$ cat config.mk
export PLATFORM = sky130hd
export DESIGN_NAME = sha1_stream_hasher
export DESIGN_NICKNAME = d
export VERILOG_FILES = /design/src/hw/rtl/sha1sh_pkg.sv /design/src/hw/rtl/sha1_stream_hasher.sv
export SDC_FILE = /design/constraint.sdc
export NUM_CORES = 2
export LEC_CHECK = 0
export ABC_CLOCK_PERIOD_IN_PS = 69800
export BUFFER_PORTS_ARGS = -buffer_cell sky130_fd_sc_hd__buf_2
export CORE_UTILIZATION = 33
export DETAILED_ROUTE_END_ITERATION = 7
export PLACE_DENSITY_LB_ADDON = 0.08
export SLEW_MARGIN = 20
export SYNTH_ARGS = -nofsm -noshare
export SYNTH_HDL_FRONTEND = slang
export SYNTH_SLANG_ARGS = --single-unit
$ cat constraint.sdc
create_clock -name i_clk -period 69.8 [get_ports i_clk]
set_input_delay 6.98 -clock i_clk [delete_from_list [all_inputs] [get_ports i_clk]]
set_output_delay 6.98 -clock i_clk [all_outputs]
set_load 0.02 [all_outputs]
$ cat src/hw/rtl/sha1sh_pkg.sv
// ----------------------------------------------------------------------------
// sha1sh_pkg
// Constants and helpers for the streaming SHA-1 hasher.
// ----------------------------------------------------------------------------
`default_nettype none

package sha1sh_pkg;

    localparam int unsigned WordW  = 32;
    localparam int unsigned CountW = 61;
    localparam int unsigned Rounds = 80;

    localparam logic [WordW-1:0] H0 = 32'h6745_2301;
    localparam logic [WordW-1:0] H1 = 32'hEFCD_AB89;
    localparam logic [WordW-1:0] H2 = 32'h98BA_DCFE;
    localparam logic [WordW-1:0] H3 = 32'h1032_5476;
    localparam logic [WordW-1:0] H4 = 32'hC3D2_E1F0;

    localparam logic [WordW-1:0] K0 = 32'h5A82_7999;
    localparam logic [WordW-1:0] K1 = 32'h6ED9_EBA1;
    localparam logic [WordW-1:0] K2 = 32'h8F1B_BCDC;
    localparam logic [WordW-1:0] K3 = 32'hCA62_C1D6;

    localparam logic [7:0] PadByte = 8'h80;

    typedef logic [4:0][WordW-1:0]  t_chain;
    typedef logic [15:0][WordW-1:0] t_sched;

    localparam t_chain InitChain = {H4, H3, H2, H1, H0};

    function automatic logic [WordW-1:0] rotl1(input logic [WordW-1:0] x);
        return {x[WordW-2:0], x[WordW-1]};
    endfunction

    function automatic logic [WordW-1:0] rotl5(input logic [WordW-1:0] x);
        return {x[WordW-6:0], x[WordW-1:WordW-5]};
    endfunction

    function automatic logic [WordW-1:0] rotl30(input logic [WordW-1:0] x);
        return {x[1:0], x[WordW-1:2]};
    endfunction

endpackage

`default_nettype wire

$ cat src/hw/rtl/sha1_stream_hasher.sv
// ----------------------------------------------------------------------------
// sha1_stream_hasher
// Streaming SHA-1: one message byte per request, digest after the last request.
// ----------------------------------------------------------------------------
// Input channel (i_in_valid / o_in_ready): each request carries a byte, a
// has-byte flag and a last flag. A last request with no byte ends the message
// without adding one, so an empty message is legal.
// Output channel (o_out_valid / i_out_ready): one request per message with the
// five digest words, word0 most significant.
// Bytes are taken one per cycle while a block fills. The 64th byte of a block
// starts the compression: one shared round unit runs 80 rounds, one per cycle,
// then the ADD state adds the result into the chaining words; the input is not
// ready until that is done, so no byte is taken while a block compresses.
// After the last request the padding is written one word per cycle and one
// or two compressions run: two when the length spills into a second block or
// when the last byte fills a block, which is compressed before its padding.
// Then DONE loads the digest register once the output register is free.
// The digest register decouples the sides: a new message is accepted while a
// digest waits; only the next digest waits for the receiver to take it.
// Reset (synchronous, active low) restores the initial chaining values, a
// zero byte count and an empty output.
// ----------------------------------------------------------------------------
`default_nettype none

module sha1_stream_hasher (
    input  wire logic        i_clk,
    input  wire logic        i_rst_n,
    input  wire logic        i_in_valid,
    output      logic        o_in_ready,
    input  wire logic [7:0]  i_data_byte,
    input  wire logic        i_has_byte,
    input  wire logic        i_last,
    output      logic        o_out_valid,
    input  wire logic        i_out_ready,
    output      logic [31:0] o_digest_word0,
    output      logic [31:0] o_digest_word1,
    output      logic [31:0] o_digest_word2,
    output      logic [31:0] o_digest_word3,
    output      logic [31:0] o_digest_word4
);
    import sha1sh_pkg::*;

    typedef enum logic [2:0] {
        ST_IDLE,
        ST_ROUND,
        ST_ADD,
        ST_PAD_BYTE,
        ST_FILL,
        ST_DONE
    } t_state;

    typedef enum logic [1:0] {
        AFT_IDLE,
        AFT_PAD,
        AFT_FILL,
        AFT_OUT
    } t_after;

    t_state              r_state, n_state;
    t_after              r_after, n_after;
    t_chain              r_chain, n_chain;
    t_chain              r_vars, n_vars;
    t_chain              r_digest, n_digest;
    t_sched              r_sched, n_sched;
    logic [WordW-1:0]    r_acc, n_acc;
    logic [CountW-1:0]   r_count, n_count;
    logic [6:0]          r_round, n_round;
    logic [3:0]          r_wpos, n_wpos;
    logic                r_len_here, n_len_here;
    logic                r_out_valid, n_out_valid;

    logic                in_acc;
    logic [5:0]          pos;
    logic [4:0]          byte_sh;
    logic [WordW-1:0]    byte_word;
    logic [WordW-1:0]    pad_word;
    logic [WordW-1:0]    acc_next;
    logic [63:0]         bit_len;
    logic [WordW-1:0]    fill_word;
    logic [WordW-1:0]    f_val;
    logic [WordW-1:0]    k_val;
    logic [WordW-1:0]    t_val;
    logic [WordW-1:0]    sched_new;

    assign o_in_ready     = (r_state == ST_IDLE);
    assign o_out_valid    = r_out_valid;
    assign o_digest_word0 = r_digest[0];
    assign o_digest_word1 = r_digest[1];
    assign o_digest_word2 = r_digest[2];
    assign o_digest_word3 = r_digest[3];
    assign o_digest_word4 = r_digest[4];

    assign in_acc    = i_in_valid && o_in_ready;
    assign pos       = r_count[5:0];
    assign byte_sh   = {pos[1:0], 3'b000};
    assign byte_word = {i_data_byte, 24'h00_0000} >> byte_sh;
    assign pad_word  = (pos[1:0] == 2'd0) ? ({PadByte, 24'h00_0000} >> byte_sh)
                                          : (r_acc | ({PadByte, 24'h00_0000} >> byte_sh));
    assign acc_next  = (pos[1:0] == 2'd0) ? byte_word : (r_acc | byte_word);
    assign bit_len   = {r_count, 3'b000};

    always_comb begin
        if (r_len_here && r_wpos == 4'd14) begin
            fill_word = bit_len[63:32];
        end else if (r_len_here && r_wpos == 4'd15) begin
            fill_word = bit_len[31:0];
        end else begin
            fill_word = '0;
        end
    end

    // Shared round unit: b = vars[1], c = vars[2], d = vars[3].
    always_comb begin
        if (r_round < 7'd20) begin
            f_val = (r_vars[1] & r_vars[2]) | (~r_vars[1] & r_vars[3]);
            k_val = K0;
        end else if (r_round < 7'd40) begin
            f_val = r_vars[1] ^ r_vars[2] ^ r_vars[3];
            k_val = K1;
        end else if (r_round < 7'd60) begin
            f_val = (r_vars[1] & r_vars[2]) | (r_vars[1] & r_vars[3]) |
                    (r_vars[2] & r_vars[3]);
            k_val = K2;
        end else begin
            f_val = r_vars[1] ^ r_vars[2] ^ r_vars[3];
            k_val = K3;
        end
    end

    assign t_val     = rotl5(r_vars[0]) + f_val + r_vars[4] + k_val + r_sched[0];
    // The schedule slides one word per round; slot 0 always holds this round's word.
    assign sched_new = rotl1(r_sched[13] ^ r_sched[8] ^ r_sched[2] ^ r_sched[0]);

    always_comb begin
        n_state     = r_state;
        n_after     = r_after;
        n_chain     = r_chain;
        n_vars      = r_vars;
        n_digest    = r_digest;
        n_sched     = r_sched;
        n_acc       = r_acc;
        n_count     = r_count;
        n_round     = r_round;
        n_wpos      = r_wpos;
        n_len_here  = r_len_here;
        n_out_valid = r_out_valid;

        if (r_out_valid && i_out_ready) begin
            n_out_valid = 1'b0;
        end

        case (r_state)
            ST_IDLE: begin
                if (in_acc && i_has_byte) begin
                    n_acc   = acc_next;
                    n_count = r_count + {{(CountW-1){1'b0}}, 1'b1};
                    if (pos[1:0] == 2'd3) begin
                        n_sched = {acc_next, r_sched[15:1]};
                    end
                    if (pos == 6'd63) begin
                        n_vars  = r_chain;
                        n_round = '0;
                        n_state = ST_ROUND;
                        n_after = i_last ? AFT_PAD : AFT_IDLE;
                    end else if (i_last) begin
                        n_state = ST_PAD_BYTE;
                    end
                end else if (in_acc && i_last) begin
                    n_state = ST_PAD_BYTE;
                end
            end
            ST_PAD_BYTE: begin
                n_sched    = {pad_word, r_sched[15:1]};
                n_wpos     = pos[5:2] + 4'd1;
                n_len_here = (pos[5:3] != 3'b111);
                if (pos[5:2] == 4'd15) begin
                    n_vars  = r_chain;
                    n_round = '0;
                    n_state = ST_ROUND;
                    n_after = AFT_FILL;
                end else begin
                    n_state = ST_FILL;
                end
            end
            ST_FILL: begin
                n_sched = {fill_word, r_sched[15:1]};
                n_wpos  = r_wpos + 4'd1;
                if (r_wpos == 4'd15) begin
                    n_vars  = r_chain;
                    n_round = '0;
                    n_state = ST_ROUND;
                    n_after = r_len_here ? AFT_OUT : AFT_FILL;
                end
            end
            ST_ROUND: begin
                n_vars[4] = r_vars[3];
                n_vars[3] = r_vars[2];
                n_vars[2] = rotl30(r_vars[1]);
                n_vars[1] = r_vars[0];
                n_vars[0] = t_val;
                n_sched   = {sched_new, r_sched[15:1]};
                if (r_round == 7'(Rounds - 1)) begin
                    n_round = '0;
                    n_state = ST_ADD;
                end else begin
                    n_round = r_round + 7'd1;
                end
            end
            ST_ADD: begin
                for (int i = 0; i < 5; i++) begin
                    n_chain[i] = r_chain[i] + r_vars[i];
                end
                case (r_after)
                    AFT_IDLE: n_state = ST_IDLE;
                    AFT_PAD:  n_state = ST_PAD_BYTE;
                    AFT_FILL: begin
                        // The length goes into this second, otherwise zero block.
                        n_state    = ST_FILL;
                        n_wpos     = '0;
                        n_len_here = 1'b1;
                    end
                    AFT_OUT:  n_state = ST_DONE;
                    default:  n_state = ST_IDLE;
                endcase
            end
            ST_DONE: begin
                if (!r_out_valid || i_out_ready) begin
                    n_digest    = r_chain;
                    n_out_valid = 1'b1;
                    n_chain     = InitChain;
                    n_count     = '0;
                    n_state     = ST_IDLE;
                end
            end
            default: begin
                n_state = ST_IDLE;
            end
        endcase
    end

    always_ff @(posedge i_clk) begin
        if (!i_rst_n) begin
            r_state     <= ST_IDLE;
            r_after     <= AFT_IDLE;
            r_chain     <= InitChain;
            r_vars      <= '0;
            r_count     <= '0;
            r_round     <= '0;
            r_wpos      <= '0;
            r_len_here  <= 1'b0;
            r_out_valid <= 1'b0;
        end else begin
            r_state     <= n_state;
            r_after     <= n_after;
            r_chain     <= n_chain;
            r_vars      <= n_vars;
            r_count     <= n_count;
            r_round     <= n_round;
            r_wpos      <= n_wpos;
            r_len_here  <= n_len_here;
            r_out_valid <= n_out_valid;
        end
        r_digest <= n_digest;
        r_sched  <= n_sched;
        r_acc    <= n_acc;
    end

`ifndef ASSERT_OFF
    a_round_range: assert property (@(posedge i_clk) disable iff (!i_rst_n)
        r_round < 7'(Rounds))
        else $error("round counter out of range");

    a_round_start: assert property (@(posedge i_clk) disable iff (!i_rst_n)
        (r_state == ST_ROUND && $past(r_state) != ST_ROUND) |-> r_round == 7'd0)
        else $error("compression started at a nonzero round");

    a_digest_restart: assert property (@(posedge i_clk) disable iff (!i_rst_n)
        $rose(r_out_valid) |-> (r_count == '0 && r_chain == InitChain))
        else $error("digest issued without restarting the chain");
`endif

endmodule

`default_nettype wire

Yosys cells after proc, flatten, opt, wreduce, memory -nomap -nowiden
Cells that the tools add are included.

word-level totals
  bits in registers = 1,103
  bits of input ports = 14
  output and inout bits = 162

cells by class
  $add $sub $neg = 13
  magnitude comparators = 3
  equal/unequal tests = 25
  shifts and indexed selects = 2
  muxes and demuxes = 53
  bitwise logic cells = 15
  reductions and logical operators = 27

operators by type and width
  cell                                                        count
  case mux 512 bit (4 select lines)                           1
  two-way mux 512 bit                                         2
  two-way mux 160 bit                                         5
  case mux 160 bit (4 select lines)                           1
  case mux 160 bit (2 select lines)                           1
  adder 32 bit                                                9
  two-way mux 32 bit                                          9
  bitwise OR 32 bit                                           5
  XOR 32 bit                                                  5
  bitwise AND 32 bit                                          4
  two-way mux 61 bit                                          2
  case mux 61 bit (2 select lines)                            1
  adder 61 x 1 -> 61 bit, second input constant               1
  two-way mux 7 bit                                           5
  inverter 32 bit                                             1
  >> shifter 32 x 5 -> 32 bit                                 1
  >> shifter 32 x 5 -> 32 bit, first input constant           1
  two-way mux 31 bit                                          1
  case mux 7 bit (4 select lines)                             1
  two-way mux 3 bit                                           8
  case mux 3 bit (6 select lines)                             1
  AND reduction 5 bit                                         3
  less-than comparator 7 x 6 -> 1 bit, second input constant  2
  == test 4 bit, second input constant                        3
  other kinds (32)                                            65

Depth between registers and ports, before layout
  depth in word-level cells = 11
  gate-level depth with buffers = 22
  gate-level depth less buffers = 21

Worst setup path after synthesis
Ideal clock, no wire load.

  path type = input to register
  start point = input port i_in_valid
  end point = register r_sched[0] in the netlist's numbering (enable)
  arrival time = 31.840 ns
  setup slack = 36.397 ns
  stages on the path = 4
  path buffers = 0
  cell sequence = nand3_1 a21oi_1 nor2_1 a21oi_1

between the ends
  longest elaborated chain between the ends = 4

ends and longest elaborated chain
  what                                     line                       RTL
  start, declared                          sha1_stream_hasher.sv:28   input wire logic i_in_valid,
  logical AND 1 bit                        sha1_stream_hasher.sv:93   assign in_acc = i_in_valid && o_in_ready;
  logical AND 1 bit                        sha1_stream_hasher.sv:154  if (in_acc && i_has_byte) begin
  != test 2 x 1 -> 1 bit (no source line)  --
  AND reduction 3 bit (no source line)     --
  end signal, assigned                     sha1_stream_hasher.sv:264  r_sched <= n_sched;
  end, declared                            sha1_stream_hasher.sv:64   t_sched r_sched, n_sched;

No other way between the ends.
A chain may end at the register's enable or synchronous reset.

Final worst setup path
  start point = input port i_in_valid
  end point = register r_vars[95] in the netlist's numbering

between the ends
  longest elaborated chain between the ends = 4

ends and longest elaborated chain
  what                                     line                       RTL
  logical AND 1 bit                        sha1_stream_hasher.sv:93
  logical AND 1 bit                        sha1_stream_hasher.sv:154
  != test 2 x 1 -> 1 bit (no source line)  --
  AND reduction 5 bit (no source line)     --
  end signal, assigned                     sha1_stream_hasher.sv:256  r_vars <= n_vars;
  end, declared                            sha1_stream_hasher.sv:62   t_chain r_vars, n_vars;

No other way between the ends.

==> impl_metrics.ini <==
[synth]
syn_area_um2 = 52000
synth_adder_area_share = 0.0952
async_flop_share = 0
synth_flop_cell = edfxtp_1
ys_ff_latch = 1103
ys_warn_count = 0
yosysTopAreaCell = edfxtp_1
synth-edff-count = 704
ys_top_cells_by_area = edfxtp_1 41%, dfxtp_1 15%, fa_1 4.8%, ha_1 4.7%, nand2_1 3.8%
synth_top_family_by_area = compound AO/OA/AOI/OAI gates
synth-xor-area-share = 0.0510
synth_nets = 4921
synth_cells = 4586
seq_area_frac_synth = 0.560
syn_avg_cell_area_um2 = 11.3
muxShareOfSynthArea = 0.0131
synthSimpleGateAreaFrac = 0.112
yosys.cell_types.count = 93
synth_compound_area_frac = 0.136
synth_top_area_share = 0.406

[clocking]
numCtsBuffers = 132
hold_buffers = 0
cts_sinks = 1103
h-tree-depth = 4
clock_latency_ps = 760
cts_tree = done
cts_setup_buffers = 0
post_cts_resized = 0
clockRootBuffer = clkbuf_16
clk_pin_slew_worst_paths_ps = 60
cts_buffer_depth = 3

[place]
placed_cell_area_um2 = 55200
dp_cells = 6660
globalplace.congestion = 0.846
preCtsSetupSlack_ps = 59120
hpwl_um = 103000
io_buffers = 175

[final_layout]
layoutNonFillerInstCount = 6901
seqCellArea_um2 = 29100
final_area_um2 = 59500
fillers = 15200
antennaDiodeCount = 0
nets = 5073
drive_gt1_frac = 0.0966
multiInputGateArea_um2 = 21300
area_growth_pct = 14.3

[timing]
layout_setup_ws_ps = 59830
max_freq_mhz = 100
tightest_slew_ps = 1140
relSlewSlack = 0.233
setup_viol_count_final = 0
grt_setup_unrepaired = no
period_needed_ps = 9970
finalHoldViolCount = 0
min_period_over_period = 0.143
fin_setup_tns_ps = 0
slew_violations = 0
fin_skew_ps = 30.7

[worst_hold_path]
hp-class = flip-flop to flip-flop

[setup_path]
critPathCaptureType = flip-flop
crit_top_cell = buf_4
slowest_delay_ps = 900
reg2reg_slack_ps = 62990
cpMaxStageDelayCell = buf_4
cp_num_buf_inv = 3
crit_fanout = 96
start_kind = input pin
crit_chain = buf_2 -> nand3_1 -> o21ai_1 -> and3_4 -> buf_4 -> buf_4 -> o211ai_1 -> o21ai_0 -> nor2_1
worstPathRequired_ps = 70390
arrival_ps = 10560
crit_type = input pin to flip-flop
path_delay_family = buffers and inverters

[global_routing]
grt_pass1_vias = 34100
antenna_found_initial = 5
grt_overflow = 0
grt_pass1_wl_um = 223000
grt_max_degree = 206
grt.total_usage = 0.188

[floorplan]
core_um2 = 156000
ios = 176
die_y_um = 399
initial_core_util = 0.333
num_rows = 145
dieArea_um2 = 159000
die_w_um = 399

[drt]
routedWlPerCell_um = 21.9
vias_per_cell = 5.08
drtIter0Drc = 2472
wl_um = 151000
vias = 35000
dr.pass1.iters = 5
drc = 0
drt.antenna.violating_nets = 0

[power_and_ir_drop]
leakagePower_nw = 22.4
peakVddDrop_uv = 33.4
powerDensity_nw_per_um2 = 52.8

[outcome]
status = complete, no violations

[job]
max_cap_viol_count = 0
[area by class of cell]
type / instances / share of cell area
Sequential cell: 1103 / 0.490
Multi-Input combinational cell: 3036 / 0.358
Clock buffer: 171 / 0.0596
Tap cell: 2058 / 0.0433
Timing Repair Buffer: 215 / 0.0213
Inverter: 250 / 0.0160
Clock inverter: 68 / 0.0121
[cells in the mapped netlist (40+ instances only)]
cell	n
mux2i_1	57
inv_1	246
nand3_1	110
nor2b_1	54
a311oi_1	107
dfxtp_1	399
a21oi_1	224
xnor2_1	176
clkbuf_1	168
xor2_1	127
o21ai_0	199
o22ai_1	46
a21o_1	98
edfxtp_1	704
ha_1	196
nor2_1	401
o211ai_1	47
fa_1	125
nand2_1	522
nor3_1	40
[cell usage in the layout, fill, tap and decap left out, types with 46 or more instances in the layout]
master     Yosys  layout
edfxtp_1     704     704
nand2_1      522     518
dfxtp_1      399     398
nor2_1       401     394
inv_1        246     244
a21oi_1      224     223
o21ai_0      199     199
ha_1         196     196
xnor2_1      176     176
buf_2          6     174
clkbuf_16      0     135
xor2_1       127     127
fa_1         125     125
nand3_1      110     110
a311oi_1     107     107
a21o_1        98      98
mux2i_1       57      57
nor2b_1       54      54
o211ai_1      47      47
o22ai_1       46      46
[report_power, final]
group	internal [mW]	switching, mW
Combinational	0.512	0.868
Clock	0.395	0.284
Sequential	0.946	0.136
[metrics by stage]
step / total power, mW / hold WS [ps] / utilization
3_3_place_gp: 2.47 / 400 / 0.353
6_report: 3.14 / 410 / 0.380
5_1_grt: 3.38 / 411 / 0.380
3_5_place_dp: 2.47 / 405 / 0.353
4_1_cts: 3.18 / 406 / 0.380
2_1_floorplan: 2.22 / 400 / -
[registers in the layout (all words and copies together) (netlist names), 61 cells and up]
signal	flops
r_chain	160
r_vars	160
r_count	61
r_sched	512
[logic make-up after synthesis]
group           after synthesis
simple gates               1309
flops                      1103
compound gates             1036
buf+inv                     447
fa+ha+maj                   321
xor+xnor                    303
mux                          67
[layer usage]
| layer | vias to the layer above | share of wire | routed length, um | GRT usage |
|---|---|---|---|---|
| met5 | - | 0.000086 | 13 | 0 |
| met1 | 17200 | 0.48 | 72600 | 0.267 |
| met4 | 2 | 0.033 | 4960 | 0.0663 |
| met2 | 737 | 0.45 | 68100 | 0.291 |
| li1 | 16900 | - | - | - |
| met3 | 210 | 0.038 | 5760 | 0.0280 |
[final timing paths]
path,from,endpoint,depth (start not counted)
setup reg to reg,r_round[3],r_vars[25],20
setup / recovery,i_in_valid,r_vars[95],9
hold / removal,r_sched[238],r_sched[206],0
hold reg to reg,r_sched[238],r_sched[206],0
No activity file was read; power rests on OpenSTA's default activity.
